$ cat src/design/srpp_pkg.sv
// ----------------------------------------------------------------------------
// srpp_pkg
// Shared types and codes for the sample ramp PWM player.
// ----------------------------------------------------------------------------
package srpp_pkg;

    // Input item kinds, carried on s_tuser
    localparam logic [1:0] ACT_WRITE = 2'd0;
    localparam logic [1:0] ACT_START = 2'd1;
    localparam logic [1:0] ACT_TICK  = 2'd2;

    // Ramp direction codes
    localparam logic [1:0] DIR_HOLD = 2'd0;
    localparam logic [1:0] DIR_UP   = 2'd1;
    localparam logic [1:0] DIR_DOWN = 2'd3;

    // Full-scale numerator for the step spacing
    localparam logic [7:0] FULL_SCALE = 8'd255;

    // Restoring divider: one quotient bit per cycle over an 8-bit dividend
    localparam int         DIV_CNT_W = 3;
    localparam logic [2:0] DIV_LAST  = 3'd7;

    // Divider status as seen by the sequencer
    typedef struct packed {
        logic       done;
        logic [7:0] quotient;
    } srpp_div_status_t;

endpackage

$ cat src/design/srpp_ram.sv
// ----------------------------------------------------------------------------
// srpp_ram
// Generic simple dual-port RAM: one write port, one registered read port.
// ----------------------------------------------------------------------------
module srpp_ram #(
    parameter int WIDTH = 8,
    parameter int DEPTH = 128
) (
    input  logic                     aclk,
    input  logic                     we,
    input  logic [$clog2(DEPTH)-1:0] waddr,
    input  logic [WIDTH-1:0]         wdata,
    input  logic [$clog2(DEPTH)-1:0] raddr,
    output logic [WIDTH-1:0]         rdata
);

    logic [WIDTH-1:0] mem [DEPTH];
    logic [WIDTH-1:0] rdata_reg;

    // Write port and registered read
    always_ff @(posedge aclk) begin
        if (we) begin
            mem[waddr] <= wdata;
        end
        rdata_reg <= mem[raddr];
    end

    assign rdata = rdata_reg;

endmodule

$ cat src/design/srpp_divider.sv
// ----------------------------------------------------------------------------
// srpp_divider
// Shared restoring divider: 8-bit dividend, one quotient bit per cycle.
// Forms the ramp step spacing for each segment.
// ----------------------------------------------------------------------------
module srpp_divider #(
    parameter int DIVISOR_W = 8
) (
    input  logic                             aclk,
    input  logic                             aresetn,
    input  logic                             start,
    input  logic [7:0]                       dividend,
    input  logic [DIVISOR_W-1:0]             divisor,
    output srpp_pkg::srpp_div_status_t       status
);

    localparam int CW = (DIVISOR_W > 9) ? DIVISOR_W : 9;

    logic [7:0]                     quo_reg, quo_next;
    logic [7:0]                     rem_reg, rem_next;
    logic [DIVISOR_W-1:0]           dvs_reg, dvs_next;
    logic [srpp_pkg::DIV_CNT_W-1:0] cnt_reg, cnt_next;
    logic                           busy_reg, busy_next;
    logic                           done_reg, done_next;

    logic [8:0]    trial;
    logic [CW-1:0] trial_ext;
    logic [CW-1:0] dvs_ext;
    logic [CW-1:0] diff_ext;
    logic          fits;

    // One trial subtraction per cycle
    always_comb begin
        trial     = {rem_reg, quo_reg[7]};
        trial_ext = CW'(trial);
        dvs_ext   = CW'(dvs_reg);
        diff_ext  = trial_ext - dvs_ext;
        fits      = (trial_ext >= dvs_ext);
    end

    // Sequencing of the steps
    always_comb begin
        quo_next  = quo_reg;
        rem_next  = rem_reg;
        dvs_next  = dvs_reg;
        cnt_next  = cnt_reg;
        busy_next = busy_reg;
        done_next = 1'b0;
        if (start) begin
            quo_next  = dividend;
            rem_next  = 8'd0;
            dvs_next  = divisor;
            cnt_next  = '0;
            busy_next = 1'b1;
        end else if (busy_reg) begin
            quo_next = {quo_reg[6:0], fits};
            rem_next = fits ? diff_ext[7:0] : trial[7:0];
            cnt_next = cnt_reg + 1'b1;
            if (cnt_reg == srpp_pkg::DIV_LAST) begin
                busy_next = 1'b0;
                done_next = 1'b1;
            end
        end
    end

    always_ff @(posedge aclk) begin
        if (!aresetn) begin
            cnt_reg  <= '0;
            busy_reg <= 1'b0;
            done_reg <= 1'b0;
        end else begin
            cnt_reg  <= cnt_next;
            busy_reg <= busy_next;
            done_reg <= done_next;
        end
        quo_reg <= quo_next;
        rem_reg <= rem_next;
        dvs_reg <= dvs_next;
    end

    assign status.done     = done_reg;
    assign status.quotient = quo_reg;

endmodule

$ cat src/design/sample_ramp_pwm_player.sv
// ----------------------------------------------------------------------------
// sample_ramp_pwm_player
// Plays a ring of stored 8-bit samples as a PWM duty level, with a linear
// 256-tick ramp between consecutive samples.
// ----------------------------------------------------------------------------
// Usage:
//   Input stream (s_*): s_tuser selects the kind of item (write sample,
//   start playback, timer tick); s_tdata carries position and sample value.
//   Every accepted transfer yields exactly one result transfer on m_*:
//   m_tdata is the duty level (0 while stopped), m_tuser is the playing flag.
//   Items are worked one at a time; s_tready is high only while idle.
//   Writes, plain ticks and stray kinds go straight to the emit state; a
//   start, or a tick at a segment boundary, reads the sample and plans
//   the new ramp, using the shared 8-step restoring divider unless the new
//   segment is flat. The divider forms 255 / |b - a| per segment, and the
//   sample RAM read is registered. Positions wrap onto the ring through a
//   small lookup.
//   A result waits in the output register while m_tready is low; one more
//   item may be taken, its result then holds in the emit state and no new
//   item is taken until the waiting one is moved.
//   Reset (aresetn low, synchronous) stops playback and clears all ramp
//   state; sample RAM contents are undefined until written.
// ----------------------------------------------------------------------------
module sample_ramp_pwm_player #(
    parameter int SAMPLE_COUNT = 128
) (
    input  logic        aclk,
    input  logic        aresetn,
    input  logic        s_tvalid,
    output logic        s_tready,
    input  logic [15:0] s_tdata,   // [6:0] position, [14:7] sample_value
    input  logic [1:0]  s_tuser,   // [1:0] action
    output logic        m_tvalid,
    input  logic        m_tready,
    output logic [7:0]  m_tdata,   // [7:0] duty_level
    output logic [0:0]  m_tuser    // [0] playing
);

    localparam int AW       = $clog2(SAMPLE_COUNT);
    localparam int POS_SPAN = 128;   // positions a 7-bit field can name
    localparam logic [AW-1:0] LAST_POS = AW'(SAMPLE_COUNT - 1);

    // Sequencer states
    localparam logic [2:0] ST_IDLE = 3'd0;
    localparam logic [2:0] ST_PLAN = 3'd2;
    localparam logic [2:0] ST_DIV  = 3'd3;
    localparam logic [2:0] ST_EMIT = 3'd4;

    logic [2:0]    state_reg, state_next;
    logic [AW-1:0] replay_reg, replay_next;
    logic [AW-1:0] end_reg, end_next;
    logic [7:0]    sub_step_reg, sub_step_next;
    logic [7:0]    level_reg, level_next;
    logic [7:0]    step_len_reg, step_len_next;
    logic [7:0]    next_step_reg, next_step_next;
    logic [1:0]    dir_reg, dir_next;
    logic [7:0]    pend_level_reg, pend_level_next;
    logic [7:0]    pend_len_reg, pend_len_next;
    logic [1:0]    pend_dir_reg, pend_dir_next;
    logic [7:0]    prev_reg, prev_next;
    logic          running_reg, running_next;
    logic          m_tvalid_reg, m_tvalid_next;
    logic [7:0]    m_tdata_reg, m_tdata_next;
    logic          m_tuser_reg, m_tuser_next;

    logic          div_start;
    logic [7:0]    div_divisor;
    srpp_pkg::srpp_div_status_t div_status;

    logic          ram_we;
    logic [AW-1:0] ram_raddr;
    logic [7:0]    ram_rdata;

    logic [AW-1:0] s_pos;
    logic [AW-1:0] adv_pos;
    logic [7:0]    target;

    // Ring address of a 7-bit position, as a constant lookup
    function automatic logic [AW-1:0] wrap_pos(logic [6:0] pos);
        logic [AW-1:0] addr;
        int            wrapped;
        addr    = '0;
        wrapped = 0;
        for (int i = 0; i < POS_SPAN; i++) begin
            if (pos == 7'(i)) begin
                addr = AW'(wrapped);
            end
            wrapped = (wrapped == SAMPLE_COUNT - 1) ? 0 : wrapped + 1;
        end
        return addr;
    endfunction

    assign s_pos   = wrap_pos(s_tdata[6:0]);
    assign adv_pos = (replay_reg == LAST_POS) ? '0 : replay_reg + 1'b1;
    assign target  = ram_rdata;

    // Sample store
    srpp_ram #(
        .WIDTH (8),
        .DEPTH (SAMPLE_COUNT)
    ) u_store (
        .aclk  (aclk),
        .we    (ram_we),
        .waddr (s_pos),
        .wdata (s_tdata[14:7]),
        .raddr (ram_raddr),
        .rdata (ram_rdata)
    );

    // Shared divider
    srpp_divider #(
        .DIVISOR_W (8)
    ) u_div (
        .aclk     (aclk),
        .aresetn  (aresetn),
        .start    (div_start),
        .dividend (srpp_pkg::FULL_SCALE),
        .divisor  (div_divisor),
        .status   (div_status)
    );

    // Sequencer
    always_comb begin
        state_next      = state_reg;
        replay_next     = replay_reg;
        end_next        = end_reg;
        sub_step_next   = sub_step_reg;
        level_next      = level_reg;
        step_len_next   = step_len_reg;
        next_step_next  = next_step_reg;
        dir_next        = dir_reg;
        pend_level_next = pend_level_reg;
        pend_len_next   = pend_len_reg;
        pend_dir_next   = pend_dir_reg;
        prev_next       = prev_reg;
        running_next    = running_reg;
        m_tvalid_next   = m_tvalid_reg;
        m_tdata_next    = m_tdata_reg;
        m_tuser_next    = m_tuser_reg;
        div_start       = 1'b0;
        div_divisor     = 8'd0;
        ram_we          = 1'b0;
        ram_raddr       = replay_reg;

        // result leaves on an output transfer
        if (m_tvalid_reg && m_tready) begin
            m_tvalid_next = 1'b0;
        end

        case (state_reg)
            ST_IDLE: begin
                if (s_tvalid) begin
                    state_next = ST_EMIT;
                    case (s_tuser)
                        srpp_pkg::ACT_WRITE: begin
                            ram_we = 1'b1;
                        end
                        srpp_pkg::ACT_START: begin
                            replay_next   = s_pos;
                            end_next      = (s_pos == '0) ? LAST_POS : s_pos - 1'b1;
                            prev_next     = 8'd0;
                            sub_step_next = 8'd0;
                            level_next    = 8'd0;
                            running_next  = 1'b1;
                            ram_raddr     = s_pos;
                            state_next    = ST_PLAN;
                        end
                        srpp_pkg::ACT_TICK: begin
                            if (running_reg) begin
                                sub_step_next = sub_step_reg + 8'd1;
                                if (replay_reg == end_reg) begin
                                    running_next = 1'b0;
                                    replay_next  = '0;
                                end else if (sub_step_reg == 8'd0) begin
                                    // segment boundary: pending ramp goes live
                                    replay_next    = adv_pos;
                                    step_len_next  = pend_len_reg;
                                    next_step_next = pend_len_reg;
                                    level_next     = pend_level_reg;
                                    dir_next       = pend_dir_reg;
                                    ram_raddr      = adv_pos;
                                    state_next     = ST_PLAN;
                                end else if (sub_step_reg == next_step_reg) begin
                                    if (dir_reg == srpp_pkg::DIR_UP) begin
                                        level_next = level_reg + 8'd1;
                                    end else if (dir_reg == srpp_pkg::DIR_DOWN) begin
                                        level_next = level_reg - 8'd1;
                                    end
                                    next_step_next = next_step_reg + step_len_reg;
                                end
                            end
                        end
                        default: begin
                            state_next = ST_EMIT;
                        end
                    endcase
                end
            end
            ST_PLAN: begin
                // plan the ramp from the previous sample to the one just read
                pend_level_next = prev_reg;
                prev_next       = target;
                if (target > prev_reg) begin
                    pend_dir_next = srpp_pkg::DIR_UP;
                    div_start     = 1'b1;
                    div_divisor   = target - prev_reg;
                    state_next    = ST_DIV;
                end else if (prev_reg > target) begin
                    pend_dir_next = srpp_pkg::DIR_DOWN;
                    div_start     = 1'b1;
                    div_divisor   = prev_reg - target;
                    state_next    = ST_DIV;
                end else begin
                    pend_dir_next = srpp_pkg::DIR_HOLD;
                    pend_len_next = 8'd0;
                    state_next    = ST_EMIT;
                end
            end
            ST_DIV: begin
                if (div_status.done) begin
                    pend_len_next = div_status.quotient;
                    state_next    = ST_EMIT;
                end
            end
            ST_EMIT: begin
                if (!m_tvalid_reg || m_tready) begin
                    m_tvalid_next = 1'b1;
                    m_tdata_next  = running_reg ? level_reg : 8'd0;
                    m_tuser_next  = running_reg;
                    state_next    = ST_IDLE;
                end
            end
            default: begin
                state_next = ST_IDLE;
            end
        endcase
    end

    // State registers
    always_ff @(posedge aclk) begin
        if (!aresetn) begin
            state_reg      <= ST_IDLE;
            replay_reg     <= '0;
            end_reg        <= '0;
            sub_step_reg   <= 8'd0;
            level_reg      <= 8'd0;
            step_len_reg   <= 8'd0;
            next_step_reg  <= 8'd0;
            dir_reg        <= srpp_pkg::DIR_HOLD;
            pend_level_reg <= 8'd0;
            pend_len_reg   <= 8'd0;
            pend_dir_reg   <= srpp_pkg::DIR_HOLD;
            prev_reg       <= 8'd0;
            running_reg    <= 1'b0;
            m_tvalid_reg   <= 1'b0;
        end else begin
            state_reg      <= state_next;
            replay_reg     <= replay_next;
            end_reg        <= end_next;
            sub_step_reg   <= sub_step_next;
            level_reg      <= level_next;
            step_len_reg   <= step_len_next;
            next_step_reg  <= next_step_next;
            dir_reg        <= dir_next;
            pend_level_reg <= pend_level_next;
            pend_len_reg   <= pend_len_next;
            pend_dir_reg   <= pend_dir_next;
            prev_reg       <= prev_next;
            running_reg    <= running_next;
            m_tvalid_reg   <= m_tvalid_next;
        end
        m_tdata_reg <= m_tdata_next;
        m_tuser_reg <= m_tuser_next;
    end

    assign s_tready   = (state_reg == ST_IDLE);
    assign m_tvalid   = m_tvalid_reg;
    assign m_tdata    = m_tdata_reg;
    assign m_tuser[0] = m_tuser_reg;

endmodule

$ cat config.mk
export PLATFORM = sky130hd
export DESIGN_NAME = sample_ramp_pwm_player
export DESIGN_NICKNAME = d
export VERILOG_FILES = /design/src/design/srpp_pkg.sv /design/src/design/srpp_ram.sv /design/src/design/srpp_divider.sv /design/src/design/sample_ramp_pwm_player.sv
export SDC_FILE = /design/constraint.sdc
export NUM_CORES = 2
export LEC_CHECK = 0
export BUFFER_PORTS_ARGS = -buffer_cell sky130_fd_sc_hd__buf_4
export CAP_MARGIN = 15
export CORE_MARGIN = 10
export CORE_UTILIZATION = 60
export DETAILED_ROUTE_END_ITERATION = 8
export GPL_ROUTABILITY_DRIVEN = 0
export PLACE_DENSITY_LB_ADDON = 0.15
export SYNTH_ARGS = -nofsm -noshare
export SYNTH_HDL_FRONTEND = slang
export SYNTH_SLANG_ARGS = --single-unit
$ cat constraint.sdc
create_clock -name aclk -period 7.8 [get_ports aclk]
set_input_delay 1.95 -clock aclk [delete_from_list [all_inputs] [get_ports aclk]]
set_output_delay 1.95 -clock aclk [all_outputs]
set_load 0.01 [all_outputs]
# Word level (Yosys, flattened, before mapping)
# Memories as Yosys holds them, arrays and structs flattened. A register that Yosys moved wholly into a read port is not among the register bits.
# Index checks and enable logic that the tools add are counted.
[word_totals]
register_bits = 117
latch_bits = 0
ramBits = 1024
rom_bits = 0
input_bits = 22
out_inout_bits = 11
mem_count = 1
[op_classes]
addsub = 10
n_mul = 0
div_mod_pow = 0
magnitude_cmp = 3
eq_ne = 148
shift = 0
n_mux = 189
n_bitwise = 3
n_reduce_logical = 23
[mem_list]
columns = ["name", "depth", "width", "read_ports", "rd_ports_with_merged_regs", "wr", "line_no", "text"]
rows = [
  ["u_store.mem", 128, 8, 1, 1, 1, "srpp_ram.sv:17", "logic [WIDTH-1:0] mem [DEPTH];"],
]
[op_table]
columns = ["op", "count"]
rows = [
  ["$mux W7", 135],
  ["$eq A7 B7 Y1 const B", 65],
  ["$eq A7 B6 Y1 const B", 32],
  ["$mux W8", 17],
  ["$eq A7 B5 Y1 const B", 16],
  ["$pmux W8 S2", 4],
  ["$eq A7 B4 Y1 const B", 8],
  ["$eq A7 B3 Y1 const B", 4],
  ["$pmux W7 S2", 2],
  ["$mux W3", 8],
  ["$sub A8 B8 Y8", 3],
  ["$mux W1", 18],
  ["$add A8 B1 Y8 const B", 2],
  ["$gt A8 B8 Y1", 2],
  ["$eq A7 B2 Y1 const B", 2],
  ["$ne A2 B2 Y1 const B", 6],
  ["$pmux W3 S4", 1],
  ["$reduce_and A3 Y1", 4],
  ["$reduce_and A6 Y1", 2],
  ["$ge A9 B8 Y1", 1],
  ["$add A8 B8 Y8", 1],
  ["$eq A8 B8 Y1", 1],
  ["$logic_not A8 Y1", 1],
  ["$reduce_and A4 Y1", 2],
  ["other kinds (28)", 39],
]

# Logic depth before layout (Yosys ltp)
[logic_depth]
ltp_word = 131
depth_mapped = 17

# By module
# From an unflattened synthesis, not the netlist that was laid out.
[hier_totals]
hier_cells = 2462
hier_area_um2 = 46817.4
[by_module_without_submodules]
columns = ["mod", "instances", "cells_each", "area_each_um2", "seq_area_each_um2"]
rows = [
  ["srpp_ram", 1, 1635, 39665.5, 30909.6],
  ["sample_ramp_pwm_player", 1, 686, 5595.4, 1851.8],
  ["srpp_divider", 1, 141, 1556.5, 740.7],
]

# Least setup slack after synthesis
# OpenSTA, ideal clock, no wires.
[synth_path]
path_type = "input to register"
from = "input s_tuser[0]"
to = "register u_store.rdata_reg[0], in the netlist u_store.rdata[0] (read register of u_store.mem)"
setup_time_ns = 0.092
t_arrival_ns = 4.817
required_ns = 7.708
path_slack_ns = 2.891
stages = 14
path_cell_list = "inv_1 > ha_1 > nor4b_2 > nand3b_1 > a22o_1 > a22oi_1 > buf_2 > buf_2 > clkbuf_1 > buf_1 > a21oi_1 > o211ai_1 > nand4_1 > nor4_1"
[synth_between]
elab_chain_len = 4
word_cells_on_any_way = 5
classes_between = "2 x eq/ne; 3 x mux"
[synth_lines]
columns = ["item", "line_no", "text"]
rows = [
  ["start: declaration", "sample_ramp_pwm_player.sv:32", "input logic [1:0] s_tuser,"],
  ["$eq A2 B2 Y1 / $eq A2 B1 Y1 (equally long branches)", "sample_ramp_pwm_player.sv:154", "case (s_tuser)"],
  ["$pmux W7 S2 (*)", "sample_ramp_pwm_player.sv:154", ""],
  ["$mux W7 (*)", "sample_ramp_pwm_player.sv:152", "if (s_tvalid) begin"],
  ["$mux W7 (*)", "sample_ramp_pwm_player.sv:150", "case (state_reg)"],
  ["end: declaration", "srpp_ram.sv:18", "logic [WIDTH-1:0] rdata_reg;"],
]
# Mark *: on every way between the ends. The rest lies on a longest branch, timed or not.
# A chain may end at the register's enable or synchronous reset.

# Worst setup path in the final report
[layout_path]
from = "input s_tuser[1]"
to = "register u_store.rdata_reg[2], in the netlist u_store.rdata[2] (read register of u_store.mem)"
# The elaborated chain is that of the path after synthesis.

==> results.py <==
metrics = {
    "routing": {
        "wl_met3_mm": 11.55,
        "wl_met1_mm": 46.41,
        "viasPerCell": 6.337,
        "vias": 29910,
        "drc": 0,
        "top_layer_used": "met5",
        "drt_iter0_drc": 3430,
        "first_pass_iters": 8,
        "wl_mm": 119.8,
        "wire_per_inst_microns": 25.40,
        "wl_met2_mm": 57.45,
        "postRouteAntennaNets": 0,
    },
    "clock_network": {
        "cts-resized-gates": 0,
        "clockBufferDepth": 3,
        "cts_buffers": 111,
        "clk_pin_slew_worst_paths_ns": 0.06,
        "root_buffer": "clkbuf_16",
        "post_cts_buffers": 0,
        "clk_latency_ns": 0.68,
        "cts_tree": "built",
        "ctsHtreeMaxLevel": 3,
        "cts.sinks": 1149,
        "hold_buffers": 0,
    },
    "setup_path": {
        "required_ns": 8.38,
        "r2r_cells": 12,
        "cp_common_cell": "buf_4",
        "r2r_start": "sub_step_reg[0]",
        "path_cells": "buf_4 > inv_1 > ha_1 > nor4b_2 > nand2_1 > a211oi_1 > a222oi_1 > and2_2 > buf_4 > nor3_2 > a22oi_1 > o211ai_1 > nand4_1 > nor4_1",
        "critPathLaunchType": "input pin",
        "worst-path-buf-inv": 3,
        "path_class": "in -> reg",
        "crit_arrival_ns": 6.89,
        "path_depth": 14,
        "endpoint_kind": "flip-flop",
        "timing.rr.end": "u_store.rdata[1]",
        "regToRegSetupSlack_ns": 2.03,
        "cp_slowest_stage_delay_ns": 0.90,
        "slowest_stage": "nor3_2",
        "cpLargestDelayFamily": "simple AND/OR/NAND/NOR gates",
        "path_max_fanout": 34,
    },
    "final_layout": {
        "largest_register": "u_store.mem",
        "synthToLayoutAreaGrowth_pct": 10.21,
        "largest_reg_flops": 1024,
        "layout-drive-gt1-share_pct": 8.749,
        "diodes": 0,
        "fin_cells": 4719,
        "nFillCells": 5481,
        "nets": 3649,
    },
    "timing": {
        "finalMaxSlewViolations": 0,
        "slew_headroom_pct": 22.04,
        "finalHoldViolations": 0,
        "final-setup-viol-count": 0,
        "timing.setup.tns_ns": 0,
        "fin_worst_skew_ns": 0.02195,
        "finalCritPeriodShare_pct": 80.91,
        "hold_slack_ns": 0.4526,
        "fmax_mhz": 158.5,
        "rsz0062_at_grt": "false",
        "post-route-min-period_ns": 6.311,
        "worst_pin_slew_ns": 1.168,
    },
    "flow_run": {
        "drv_cap": 0,
    },
    "floorplan": {
        "start_util_pct": 60.29,
        "die_width_microns": 301.3,
        "die_area_sq_um": 90780,
        "fp.dieH_microns": 301.3,
        "core_area_sq_um": 78740,
        "rows": 103,
        "pin_count": 33,
    },
    "synth": {
        "seq_area_frac_synth_pct": 70.40,
        "yosysTopAreaCell": "edfxtp_1",
        "avgSynthCellArea_sq_um": 13.24,
        "synth_fp_nets": 3658,
        "yosysUniqueCellTypes": 80,
        "ys_seq_elements": 1149,
        "synth_ff_type": "edfxtp_1",
        "yosysWarningCount": 0,
        "synth_edf_count": 1041,
        "syn-cell-area_sq_um": 47480,
        "synth-async-reset-ratio_pct": 0,
        "ys_top_cells_by_count": "1041 x edfxtp_1, 747 x nand2_1, 240 x nor2_1, 218 x nand3_1, 201 x a21oi_1",
        "synthDominantCellAreaShare_pct": 65.84,
        "synthCells": 3585,
        "synthMostInstantiatedCell": "edfxtp_1",
        "synth.area.top_cells": "edfxtp_1 66%, nand2_1 5.9%, dfxtp_1 4.6%, mux2i_1 3.1%, mux4_2 2.3%",
    },
    "grt": {
        "antenna_found_initial": 1,
        "grt_pass1_vias": 29240,
        "grt_pass1_wl_mm": 180.6,
        "grt_usage_pct": 26.18,
        "grt-ovfl-total": 0,
        "grt_max_degree": 96,
    },
    "power_and_ir_drop": {
        "leakage_nw": 17.80,
        "total_power_mw": 13.07,
        "ir_drop_mv": 0.1754,
        "power_density_nw_per_um2": 249.9,
    },
    "worst_hold_path": {
        "worstHoldStart": "dir_reg[1]",
        "worstHoldPathCells": 2,
        "hold_end": "dir_reg[1]",
        "hold_class": "reg -> reg",
    },
    "place": {
        "port_buffers": 31,
        "place_inst": 4509,
        "dpl.hpwl_mm": 74.30,
    },
    "run_status": {
        "status": "finished, final reports clean",
    },
}
==> routing by layer <==
metal	up-vias	GRT usage [%]
li1	13360	-
met1	14840	34.70
met2	1456	42.19
met3	249	5.944
met4	2	9.562
met5	-	0
==> tightest hold or removal path, cell delays in order (launching register included) <==
cell and delay [ns]:
dfxtp_1 0.30, nand2_1 0.05, a21oi_1 0.05
==> cell families after synthesis <==
group | count (synthesis) | share of synthesized area (%)
xor+xnor | 42 | 0.7748
compound gates | 553 | 7.854
mux | 198 | 5.468
simple gates | 1339 | 11.95
buf+inv | 253 | 2.135
flops | 1149 | 70.40
fa+ha+maj | 51 | 1.423
==> area by class of cell <==
type                       instances  area [sq um]  area share, %
timing repair buffer              80         703.2          1.344
tap                             1050          1314          2.511
multi-input combinational       2183         13110          25.05
clock buffer                     153          3029          5.789
clock inverter                    53         560.5          1.071
sequential                      1149         33420          63.87
inverter                          51         191.4         0.3659
==> worst max path at each step <==
stage               start          endpoint  slack, ns
2_1_floorplan  s_tuser[0]  u_store.rdata[0]       2.89
3_3_place_gp   s_tuser[0]  u_store.rdata[0]       1.10
3_5_place_dp   s_tuser[1]  u_store.rdata[0]       0.91
4_1_cts        s_tuser[1]  u_store.rdata[0]       1.60
5_1_grt        s_tuser[1]  u_store.rdata[2]       1.10
6_report       s_tuser[1]  u_store.rdata[2]       1.49
==> cell usage in the layout (no fill, tap or decap), types with 50 or more instances in the layout <==
master     count
a21oi_1      200
nand3_1      214
nand2_1      746
inv_1         50
mux2i_1      148
buf_4         68
clkbuf_16    112
dfxtp_1      108
edfxtp_1    1041
nor2_1       239
==> power by group <==
part,switching [mW],internal (mW)
clock network,2.23,3.04
logic,0.656,0.309
registers,0.0634,6.77
total,2.95,10.1
==> per-stage QoR <==
stage          util [%]  area (sq um)  worst slack [ns]
6_report          66.45         52330             1.489
4_1_cts           66.41         52290             1.596
3_3_place_gp      61.85         48700             1.102
5_1_grt           66.45         52330             1.097
3_5_place_dp      61.85         48700            0.9133
2_1_floorplan         -         47480             2.891
No activity file was read; power rests on OpenSTA's default activity.
